==> src/rtl/snl_pkg.sv <==
// ----------------------------------------------------------------------------
// snl_pkg
// Shared widths, register indexes, reset values, phase codes and the sample
// record that travels from the front end through the queue to the back end.
// ----------------------------------------------------------------------------
package snl_pkg;

	localparam int ADDR_W     = 32;
	localparam int HOLD_W     = 16;
	localparam int NIB_W      = 4;
	localparam int BYTE_W     = 8;
	localparam int CFG_IDX_W  = 2;
	localparam int CFG_DATA_W = 32;

	// Configuration register indexes
	localparam logic [CFG_IDX_W-1:0] REG_HOLD_SAMPLES  = 2'd0;
	localparam logic [CFG_IDX_W-1:0] REG_LOAD_BASE     = 2'd1;
	localparam logic [CFG_IDX_W-1:0] REG_ENTRY_ADDRESS = 2'd2;

	// Register values after reset
	localparam logic [HOLD_W-1:0] HOLD_RESET  = 16'd1000;
	localparam logic [ADDR_W-1:0] BASE_RESET  = 32'h2000_0000;
	localparam logic [ADDR_W-1:0] ENTRY_RESET = 32'h2000_0001;

	// Loader phases
	localparam logic [1:0] PH_WAIT_HIGH = 2'd0;
	localparam logic [1:0] PH_WAIT_LOW  = 2'd1;
	localparam logic [1:0] PH_EXEC_HOLD = 2'd2;
	localparam logic [1:0] PH_HALTED    = 2'd3;

	// One pin sample
	typedef struct packed {
		logic             strobe;
		logic             exec;
		logic [NIB_W-1:0] nib;
	} item_t;

endpackage

==> src/rtl/snl_front.sv <==
// ----------------------------------------------------------------------------
// snl_front
// Input stage: accepts pin samples, registers them as sample records and
// hands them to the queue when it has room.
// ----------------------------------------------------------------------------
module snl_front (
	input  logic                     clk,
	input  logic                     arst_n,
	input  logic                     in_valid,
	output logic                     in_ready,
	input  logic                     strobe_req,
	input  logic                     exec_line,
	input  logic [snl_pkg::NIB_W-1:0] nibble,
	output logic                     push,
	output snl_pkg::item_t           push_item,
	input  logic                     q_ready
);
	import snl_pkg::*;

	logic  valid_s1;
	item_t item_s1;

	// Take a new sample when the stage is empty or drains this cycle
	assign in_ready  = !valid_s1 || q_ready;
	assign push      = valid_s1 && q_ready;
	assign push_item = item_s1;

	// Hold the valid flag for the stage
	always_ff @(posedge clk or negedge arst_n) begin
		if (!arst_n) begin
			valid_s1 <= 1'b0;
		end else if (in_ready) begin
			valid_s1 <= in_valid;
		end
	end

	// Pack the pin levels into a sample record
	always_ff @(posedge clk) begin
		if (in_valid && in_ready) begin
			item_s1.strobe <= strobe_req;
			item_s1.exec   <= exec_line;
			item_s1.nib    <= nibble;
		end
	end

endmodule

==> src/rtl/snl_queue.sv <==
// ----------------------------------------------------------------------------
// snl_queue
// Two-entry queue between front end and back end so that each side can
// stall on its own.
// ----------------------------------------------------------------------------
module snl_queue (
	input  logic           clk,
	input  logic           arst_n,
	input  logic           push,
	input  snl_pkg::item_t push_item,
	output logic           q_ready,
	output logic           q_valid,
	output snl_pkg::item_t q_item,
	input  logic           pop
);
	import snl_pkg::*;

	item_t      mem [2];
	logic       wr_ptr_q;
	logic       rd_ptr_q;
	logic [1:0] count_q;

	assign q_ready = (count_q != 2'd2);
	assign q_valid = (count_q != 2'd0);
	assign q_item  = mem[rd_ptr_q];

	// Store pushed entries
	always_ff @(posedge clk) begin
		if (push) begin
			mem[wr_ptr_q] <= push_item;
		end
	end

	// Advance pointers and track the fill level
	always_ff @(posedge clk or negedge arst_n) begin
		if (!arst_n) begin
			wr_ptr_q <= 1'b0;
			rd_ptr_q <= 1'b0;
			count_q  <= 2'd0;
		end else begin
			if (push) begin
				wr_ptr_q <= ~wr_ptr_q;
			end
			if (pop) begin
				rd_ptr_q <= ~rd_ptr_q;
			end
			if (push && !pop) begin
				count_q <= count_q + 2'd1;
			end else if (pop && !push) begin
				count_q <= count_q - 2'd1;
			end
		end
	end

	// Fill level never goes past two entries
	a_count_bound: assert property (@(posedge clk) disable iff (!arst_n)
		count_q != 2'd3)
		else $error("queue fill level out of range");

	// Pointers differ exactly when the queue holds one entry
	a_ptr_count: assert property (@(posedge clk) disable iff (!arst_n)
		(count_q == 2'd1) == (wr_ptr_q != rd_ptr_q))
		else $error("queue pointers disagree with fill level");

	// A pop from an empty queue never happens
	a_no_underflow: assert property (@(posedge clk) disable iff (!arst_n)
		pop |-> (count_q != 2'd0))
		else $error("queue popped while empty");

endmodule

==> src/rtl/snl_back.sv <==
// ----------------------------------------------------------------------------
// snl_back
// Loader state machine: qualifies strobe and execute runs, pairs nibbles
// into bytes, holds the configuration registers and the result register.
// ----------------------------------------------------------------------------
module snl_back (
	input  logic                          clk,
	input  logic                          arst_n,
	input  logic                          q_valid,
	input  snl_pkg::item_t                q_item,
	output logic                          pop,
	input  logic                          cfg_write,
	input  logic [snl_pkg::CFG_IDX_W-1:0]  cfg_index,
	input  logic [snl_pkg::CFG_DATA_W-1:0] cfg_data,
	output logic                          out_valid,
	input  logic                          out_ready,
	output logic                          write_valid,
	output logic [snl_pkg::ADDR_W-1:0]     write_address,
	output logic [snl_pkg::BYTE_W-1:0]     write_byte,
	output logic                          led_on,
	output logic                          exec_request,
	output logic [snl_pkg::ADDR_W-1:0]     exec_target
);
	import snl_pkg::*;

	// Configuration
	logic [HOLD_W-1:0] hold_q;
	logic [ADDR_W-1:0] entry_q;

	// Loader state
	logic [1:0]        phase_q;
	logic [HOLD_W-1:0] run_q;
	logic [NIB_W-1:0]  low_q;
	logic              high_q;
	logic [ADDR_W-1:0] addr_q;
	logic              led_q;

	// Next state and result of the current sample
	logic [1:0]        phase_n;
	logic [HOLD_W-1:0] run_n;
	logic [NIB_W-1:0]  low_n;
	logic              high_n;
	logic [ADDR_W-1:0] addr_n;
	logic              led_n;
	logic [HOLD_W-1:0] run_inc;
	logic              qualified;
	logic              wv;
	logic [ADDR_W-1:0] wa;
	logic [BYTE_W-1:0] wb;
	logic              er;
	logic [ADDR_W-1:0] et;

	// Result register
	logic              out_valid_q;
	logic              wv_q;
	logic [ADDR_W-1:0] wa_q;
	logic [BYTE_W-1:0] wb_q;
	logic              led_out_q;
	logic              er_q;
	logic [ADDR_W-1:0] et_q;

	// Take the queue head when the result register is free or drains
	assign pop = q_valid && (!out_valid_q || out_ready);

	assign run_inc   = run_q + {{(HOLD_W-1){1'b0}}, 1'b1};
	assign qualified = (run_inc >= hold_q);

	// Step the loader by one sample
	always_comb begin
		phase_n = phase_q;
		run_n   = run_q;
		low_n   = low_q;
		high_n  = high_q;
		addr_n  = addr_q;
		led_n   = led_q;
		wv      = 1'b0;
		wa      = '0;
		wb      = '0;
		er      = 1'b0;
		et      = '0;
		case (phase_q)
			PH_WAIT_HIGH: begin
				if (!q_item.strobe) begin
					run_n = '0;
				end else if (qualified) begin
					run_n = '0;
					led_n = 1'b1;
					if (!high_q) begin
						low_n = q_item.nib;
					end else begin
						wv     = 1'b1;
						wa     = addr_q;
						wb     = {q_item.nib, low_q};
						addr_n = addr_q + {{(ADDR_W-1){1'b0}}, 1'b1};
						low_n  = '0;
					end
					high_n  = ~high_q;
					phase_n = PH_WAIT_LOW;
				end else begin
					run_n = run_inc;
				end
			end
			PH_WAIT_LOW: begin
				if (q_item.strobe) begin
					run_n = '0;
				end else if (qualified) begin
					run_n = '0;
					if (q_item.exec) begin
						phase_n = PH_EXEC_HOLD;
					end else begin
						led_n   = 1'b0;
						phase_n = PH_WAIT_HIGH;
					end
				end else begin
					run_n = run_inc;
				end
			end
			PH_EXEC_HOLD: begin
				if (!q_item.exec) begin
					run_n   = '0;
					led_n   = 1'b0;
					phase_n = PH_WAIT_HIGH;
				end else if (qualified) begin
					run_n   = '0;
					er      = 1'b1;
					et      = entry_q;
					phase_n = PH_HALTED;
				end else begin
					run_n = run_inc;
				end
			end
			PH_HALTED: begin
				// ignore every sample
			end
			default: begin
				phase_n = PH_WAIT_HIGH;
			end
		endcase
	end

	// Update configuration and loader state
	always_ff @(posedge clk or negedge arst_n) begin
		if (!arst_n) begin
			hold_q  <= HOLD_RESET;
			entry_q <= ENTRY_RESET;
			phase_q <= PH_WAIT_HIGH;
			run_q   <= '0;
			low_q   <= '0;
			high_q  <= 1'b0;
			addr_q  <= BASE_RESET;
			led_q   <= 1'b0;
		end else if (cfg_write) begin
			case (cfg_index)
				REG_HOLD_SAMPLES:  hold_q  <= cfg_data[HOLD_W-1:0];
				REG_LOAD_BASE:     addr_q  <= cfg_data[ADDR_W-1:0];
				REG_ENTRY_ADDRESS: entry_q <= cfg_data[ADDR_W-1:0];
				default: begin
					// unknown index: drop the write
				end
			endcase
		end else if (pop) begin
			phase_q <= phase_n;
			run_q   <= run_n;
			low_q   <= low_n;
			high_q  <= high_n;
			addr_q  <= addr_n;
			led_q   <= led_n;
		end
	end

	// Hold the result until the receiver takes it
	always_ff @(posedge clk or negedge arst_n) begin
		if (!arst_n) begin
			out_valid_q <= 1'b0;
		end else if (pop) begin
			out_valid_q <= 1'b1;
		end else if (out_ready) begin
			out_valid_q <= 1'b0;
		end
	end

	always_ff @(posedge clk) begin
		if (pop) begin
			wv_q      <= wv;
			wa_q      <= wa;
			wb_q      <= wb;
			led_out_q <= led_n;
			er_q      <= er;
			et_q      <= et;
		end
	end

	assign out_valid     = out_valid_q;
	assign write_valid   = wv_q;
	assign write_address = wa_q;
	assign write_byte    = wb_q;
	assign led_on        = led_out_q;
	assign exec_request  = er_q;
	assign exec_target   = et_q;

	// Once halted the loader stays halted
	a_halt_sticky: assert property (@(posedge clk) disable iff (!arst_n)
		(phase_q == PH_HALTED) |=> (phase_q == PH_HALTED))
		else $error("loader left the halted phase");

	// A byte write always comes with the LED on
	a_write_led: assert property (@(posedge clk) disable iff (!arst_n)
		(out_valid_q && wv_q) |-> led_out_q)
		else $error("byte written with LED off");

	// An execute request leaves the loader halted with the LED on
	a_exec_halts: assert property (@(posedge clk) disable iff (!arst_n)
		(pop && er) |=> (phase_q == PH_HALTED) && led_q)
		else $error("execute request did not halt the loader");

endmodule

==> src/rtl/strobed_nibble_loader.sv <==
// ----------------------------------------------------------------------------
// strobed_nibble_loader
// Pin-sampling loader. One pin sample per input transaction (strobe, execute,
// nibble); one result transaction per sample with the byte write, LED level
// and execute request that the sample causes.
//
// Channels: input in_valid/in_ready with strobe_req, exec_line, nibble;
// output out_valid/out_ready with write_valid, write_address, write_byte,
// led_on, exec_request, exec_target. Configuration is a plain write port
// (cfg_write, cfg_index, cfg_data): 0 hold_samples, 1 load_base (also
// reloads the write address), 2 entry_address. Write it only while idle.
// Throughput: one sample per cycle while out_ready stays high, set by the
// loader state machine in the back end. Path: a sample passes through the
// input register, a queue entry and the result register, in that order.
// A two-entry queue sits between front and back end.
// Reset: registers return to their defaults, the loader waits for a strobe
// rise, nothing is held. When the receiver stalls the result register holds
// its transaction; the queue and input register absorb three more samples
// before in_ready drops.
// ----------------------------------------------------------------------------
module strobed_nibble_loader (
	input  logic                          clk,
	input  logic                          arst_n,
	input  logic                          in_valid,
	output logic                          in_ready,
	input  logic                          strobe_req,
	input  logic                          exec_line,
	input  logic [snl_pkg::NIB_W-1:0]      nibble,
	output logic                          out_valid,
	input  logic                          out_ready,
	output logic                          write_valid,
	output logic [snl_pkg::ADDR_W-1:0]     write_address,
	output logic [snl_pkg::BYTE_W-1:0]     write_byte,
	output logic                          led_on,
	output logic                          exec_request,
	output logic [snl_pkg::ADDR_W-1:0]     exec_target,
	input  logic                          cfg_write,
	input  logic [snl_pkg::CFG_IDX_W-1:0]  cfg_index,
	input  logic [snl_pkg::CFG_DATA_W-1:0] cfg_data
);
	import snl_pkg::*;

	logic  push;
	item_t push_item;
	logic  q_ready;
	logic  q_valid;
	item_t q_item;
	logic  pop;

	// Accept and register samples
	snl_front u_front (
		.clk        (clk),
		.arst_n     (arst_n),
		.in_valid   (in_valid),
		.in_ready   (in_ready),
		.strobe_req (strobe_req),
		.exec_line  (exec_line),
		.nibble     (nibble),
		.push       (push),
		.push_item  (push_item),
		.q_ready    (q_ready)
	);

	// Decouple front and back end
	snl_queue u_queue (
		.clk       (clk),
		.arst_n    (arst_n),
		.push      (push),
		.push_item (push_item),
		.q_ready   (q_ready),
		.q_valid   (q_valid),
		.q_item    (q_item),
		.pop       (pop)
	);

	// Run the loader and present results
	snl_back u_back (
		.clk           (clk),
		.arst_n        (arst_n),
		.q_valid       (q_valid),
		.q_item        (q_item),
		.pop           (pop),
		.cfg_write     (cfg_write),
		.cfg_index     (cfg_index),
		.cfg_data      (cfg_data),
		.out_valid     (out_valid),
		.out_ready     (out_ready),
		.write_valid   (write_valid),
		.write_address (write_address),
		.write_byte    (write_byte),
		.led_on        (led_on),
		.exec_request  (exec_request),
		.exec_target   (exec_target)
	);

endmodule
==> config.mk <==
export PLATFORM = sky130hd
export DESIGN_NAME = strobed_nibble_loader
export DESIGN_NICKNAME = d
export VERILOG_FILES = /design/src/rtl/snl_pkg.sv /design/src/rtl/snl_front.sv /design/src/rtl/snl_queue.sv /design/src/rtl/snl_back.sv /design/src/rtl/strobed_nibble_loader.sv
export SDC_FILE = /design/constraint.sdc
export NUM_CORES = 1
export LEC_CHECK = 0
export ABC_AREA = 1
export BUFFER_PORTS_ARGS = -buffer_cell sky130_fd_sc_hd__buf_2
export CORE_ASPECT_RATIO = 1.75
export CORE_UTILIZATION = 30
export DETAILED_ROUTE_END_ITERATION = 7
export MAX_ROUTING_LAYER = met4
export PLACE_DENSITY = 0.49
export SETUP_SLACK_MARGIN = 0.05
export SYNTH_ARGS = -nofsm -noshare
export SYNTH_HDL_FRONTEND = slang
export SYNTH_SLANG_ARGS = --single-unit
==> constraint.sdc <==
create_clock -name clk -period 9.1 [get_ports clk]
set_clock_uncertainty 0.05 [all_clocks]
set_input_delay 0 -clock clk [delete_from_list [all_inputs] [get_ports clk]]
set_output_delay 0 -clock clk [all_outputs]
set_load 0.01 [all_outputs]
==> results.ini <==
[critical_path]
crit_arrival_ps=4340
start_kind=flip-flop
worstSetupPathType=reg -> reg
crit_slowest_cell=nand2_4
crit_required_ps=9490
slowest_delay_ps=580
end_kind=flip-flop
cpMostUsedCell=nand2_1
cp_cell_sequence=ha_1, nand3_1, nor3_2, inv_1, nor3_2, nand4_1, xor2_1, ha_1, nand2_1, nor3_1, nand2_1, nand2_2, o2111ai_4, nand2_4, nand2_1, nand2_1
path_max_fanout=33

[sta]
holdWs_ps=-6.11
tns_ps=0
rsz0062_at_grt=false
setup_viol=0
relSlewSlack_pct=31.2
hold_viol=2
tightest_slew_ps=1030
period_needed_ps=3950
fin_crit_sh_pct=43.4
max_freq_ghz=0.253
slew_violations=0

[routing]
drc=20
via_per_inst=4.49
first_pass_iters=7
drt-total-wl_um=26400
dr.first_iter.drc_count=463
vias=7387
ant_nets=0
wire_per_inst_um=16.0

[yosys]
syn-mean-instance-area_um2=9.08
synth_nets=1146
synth_simple_gate_area_share_pct=21.2
synthMuxAreaShare_pct=0.409
yosysSeqAreaShare_pct=56.8
yosysUniqueCellTypes=37
syn_area_um2=9790
synthXorXnorAreaFrac_pct=3.04
synth_top_family_by_area=simple AND/OR/NAND/NOR gates
synth-compound-area-share_pct=6.63
synthAdderAreaFrac_pct=2.94
synth_seq_cells=203
yosys_warnings=0
synth_cells=1078

[global_routing]
busiest_layer=met2
grtUsageMet1_pct=17.9
overflow=0
grt_pass1_vias=7546
grt_max_degree=76
grt_use_met2_pct=30.9
track_usage_pct=16.7
grt_pass1_wl_um=41400
antenna_found_initial=0
met3_usage_pct=1.77

[clock_tree]
clock_path_buffers=3
clk_pin_slew_ps=70
postCtsResizedCells=0
cts_sinks=203
htreeDepth=1
cts_tree=done
insertion_delay_ps=520
cts_root_buf=clkbuf_16
numCtsBuffers=20

[power]
powerDensity_nw_per_um2=254
vdd_drop_max_mv=0.159
total_power_mw=2.98
p_leak_nw=5.53

[floorplanning]
std_cell_rows=87
fp.dieArea_um2=33400
core-area_um2=32200
die_h_um=241
initial_core_util_pct=30.4
die_w_um=139
io_pins=122

[final_layout]
nFillCells=3341
drive_above_1_share_pct=16.1
fin_nets=1300
area_growth_pct=20.2
diodes=0
final_area_um2=11800

[placed_design]
gp_congestion=0.852
placed_cell_area_um2=10700
io_buffers=121
hpwlAfterDp_um=18800

[run]
max_cap_viol_count=0

[status]
violations=design-rule violations, negative hold slack
outcome=finished, violations left

[hold_path]
hp-class=in -> async

[registers in the layout, indices dropped and copies added (netlist names), 2 cells and up]
signal / count
u_back.run_q: 16
u_front.push_item: 6
u_back.exec_target: 32
u_back.phase_q: 2
u_back.entry_q: 32
u_back.addr_q: 32
u_back.write_byte: 8
u_queue.mem: 12
u_back.hold_q: 16
u_queue.count_q: 2
u_back.write_address: 32
u_back.low_q: 4
[cells by family after synthesis]
family                   Yosys count
AND/OR/NAND/NOR                  485
buffers and inverters            209
flip-flops                       203
AO/OA/AOI/OAI                    120
XOR/XNOR                          34
adder cells (fa/ha/maj)           23
multiplexers                       4
[routing by layer]
layer / vias to the layer above / share of wire, %
met4: 0 / 3.7
met2: 145 / 53
met5: - / 0
met3: 50 / 3.0
li1: 3736 / -
met1: 3456 / 40
[cells in the final DEF, fill, tap and decap left out, drive strengths merged, types with 11 or more instances in the layout]
cell type	count
nand3	65
dfrtp	101
clkbuf	25
xor2	32
ha	23
nor2	130
inv	174
edfxtp	93
o22ai	11
dlygate4sd3	41
a21oi	16
nand2	256
buf	127
nor3	20
o21ai	89
[worst paths after layout]
path / from / endpoint / slack (ps) / cells past startpoint
worst min-delay path: arst_n / u_back.entry_q[2] / -6 / 2
max in group asynchronous: arst_n / u_back.entry_q[9] / 7640 / 3
worst max register to register: u_back.run_q[0] / u_back.addr_q[4] / 5150 / 16
min in group clk: cfg_write / u_back.addr_q[27] / 50 / 5
worst min register to register: u_front.push_item[1] / u_queue.mem[1][1] / 400 / 0
worst max-delay path: u_back.run_q[0] / u_back.addr_q[4] / 5150 / 16
[cells in the mapped netlist]
cell | instances | share of area [%]
mux2i_1 | 4 | 0.41
inv_1 | 168 | 6.4
nand3_2 | 3 | 0.31
o21ai_0 | 84 | 4.3
dfrtp_1 | 101 | 26
a22o_1 | 2 | 0.18
nor2_2 | 7 | 0.45
xnor2_1 | 2 | 0.18
or2_2 | 1 | 0.064
o211ai_1 | 1 | 0.077
buf_6 | 6 | 0.69
clkbuf_8 | 1 | 0.14
nor3_1 | 17 | 0.87
nor2_4 | 6 | 0.69
nand2_4 | 1 | 0.12
nand2_2 | 5 | 0.32
bufbuf_8 | 1 | 0.19
nor3_2 | 3 | 0.31
dfstp_2 | 9 | 2.4
inv_2 | 5 | 0.19
nand3_1 | 62 | 3.2
or2_1 | 1 | 0.064
nor2_1 | 117 | 4.5
edfxtp_1 | 93 | 29
buf_2 | 8 | 0.41
buf_4 | 5 | 0.38
ha_1 | 23 | 2.9
nand2_1 | 250 | 9.6
nand4_1 | 9 | 0.58
nor4_1 | 3 | 0.19
o21ai_2 | 1 | 0.089
clkbuf_1 | 15 | 0.58
a21oi_1 | 16 | 0.82
o2111ai_4 | 1 | 0.27
o22ai_1 | 11 | 0.70
o21ai_1 | 4 | 0.20
xor2_1 | 32 | 2.9
[stage by stage]
step / worst slack [ps] / std cells / hold slack [ps] / utilization, %
6_report: 5150 / 1646 / -6.11 / 36.5
5_1_grt: 4680 / 1646 / 68.3 / 36.5
4_1_cts: 5110 / 1646 / 14.6 / 36.5
3_5_place_dp: 5140 / 1569 / 9.93 / 33.3
3_3_place_gp: 5310 / 1569 / 5.26 / 33.3
2_1_floorplan: 6240 / 1078 / -346 / -
[critical path, delay by kind of cell (launching register included)]
family          cells  cell delay (ps)
compound gates      1              550
xor+xnor            1              190
fa+ha+maj           2              510
buf+inv             1               90
flops               1              460
simple gates       11             2020
[layout make-up]
cell class	count	area, um2	share of cell area, %
sequential	203	5560	47.2
clock buffer	25	562	4.77
multi-input combinational	666	3350	28.5
inverter	173	651	5.53
timing repair buffer	168	1060	9.04
tap	400	500	4.25
clock inverter	11	80.1	0.680
[power breakdown]
group / internal [mW] / leakage [nW] / switching, mW / total (mW)
Combinational: 0.257 / 2.91 / 0.484 / 0.741
Clock: 0.468 / 0.316 / 0.371 / 0.839
Sequential: 1.27 / 2.31 / 0.139 / 1.40
Total: 1.99 / 5.53 / 0.994 / 2.98
[what timing repair did]
| item | in CTS | in global routing |
|---|---|---|
| hold buffers | 41 | 0 |
| buffers inserted | 0 | 0 |
| endpoints found under the hold margin | 138 | 0 |
Power figures use the tool's default switching activity.
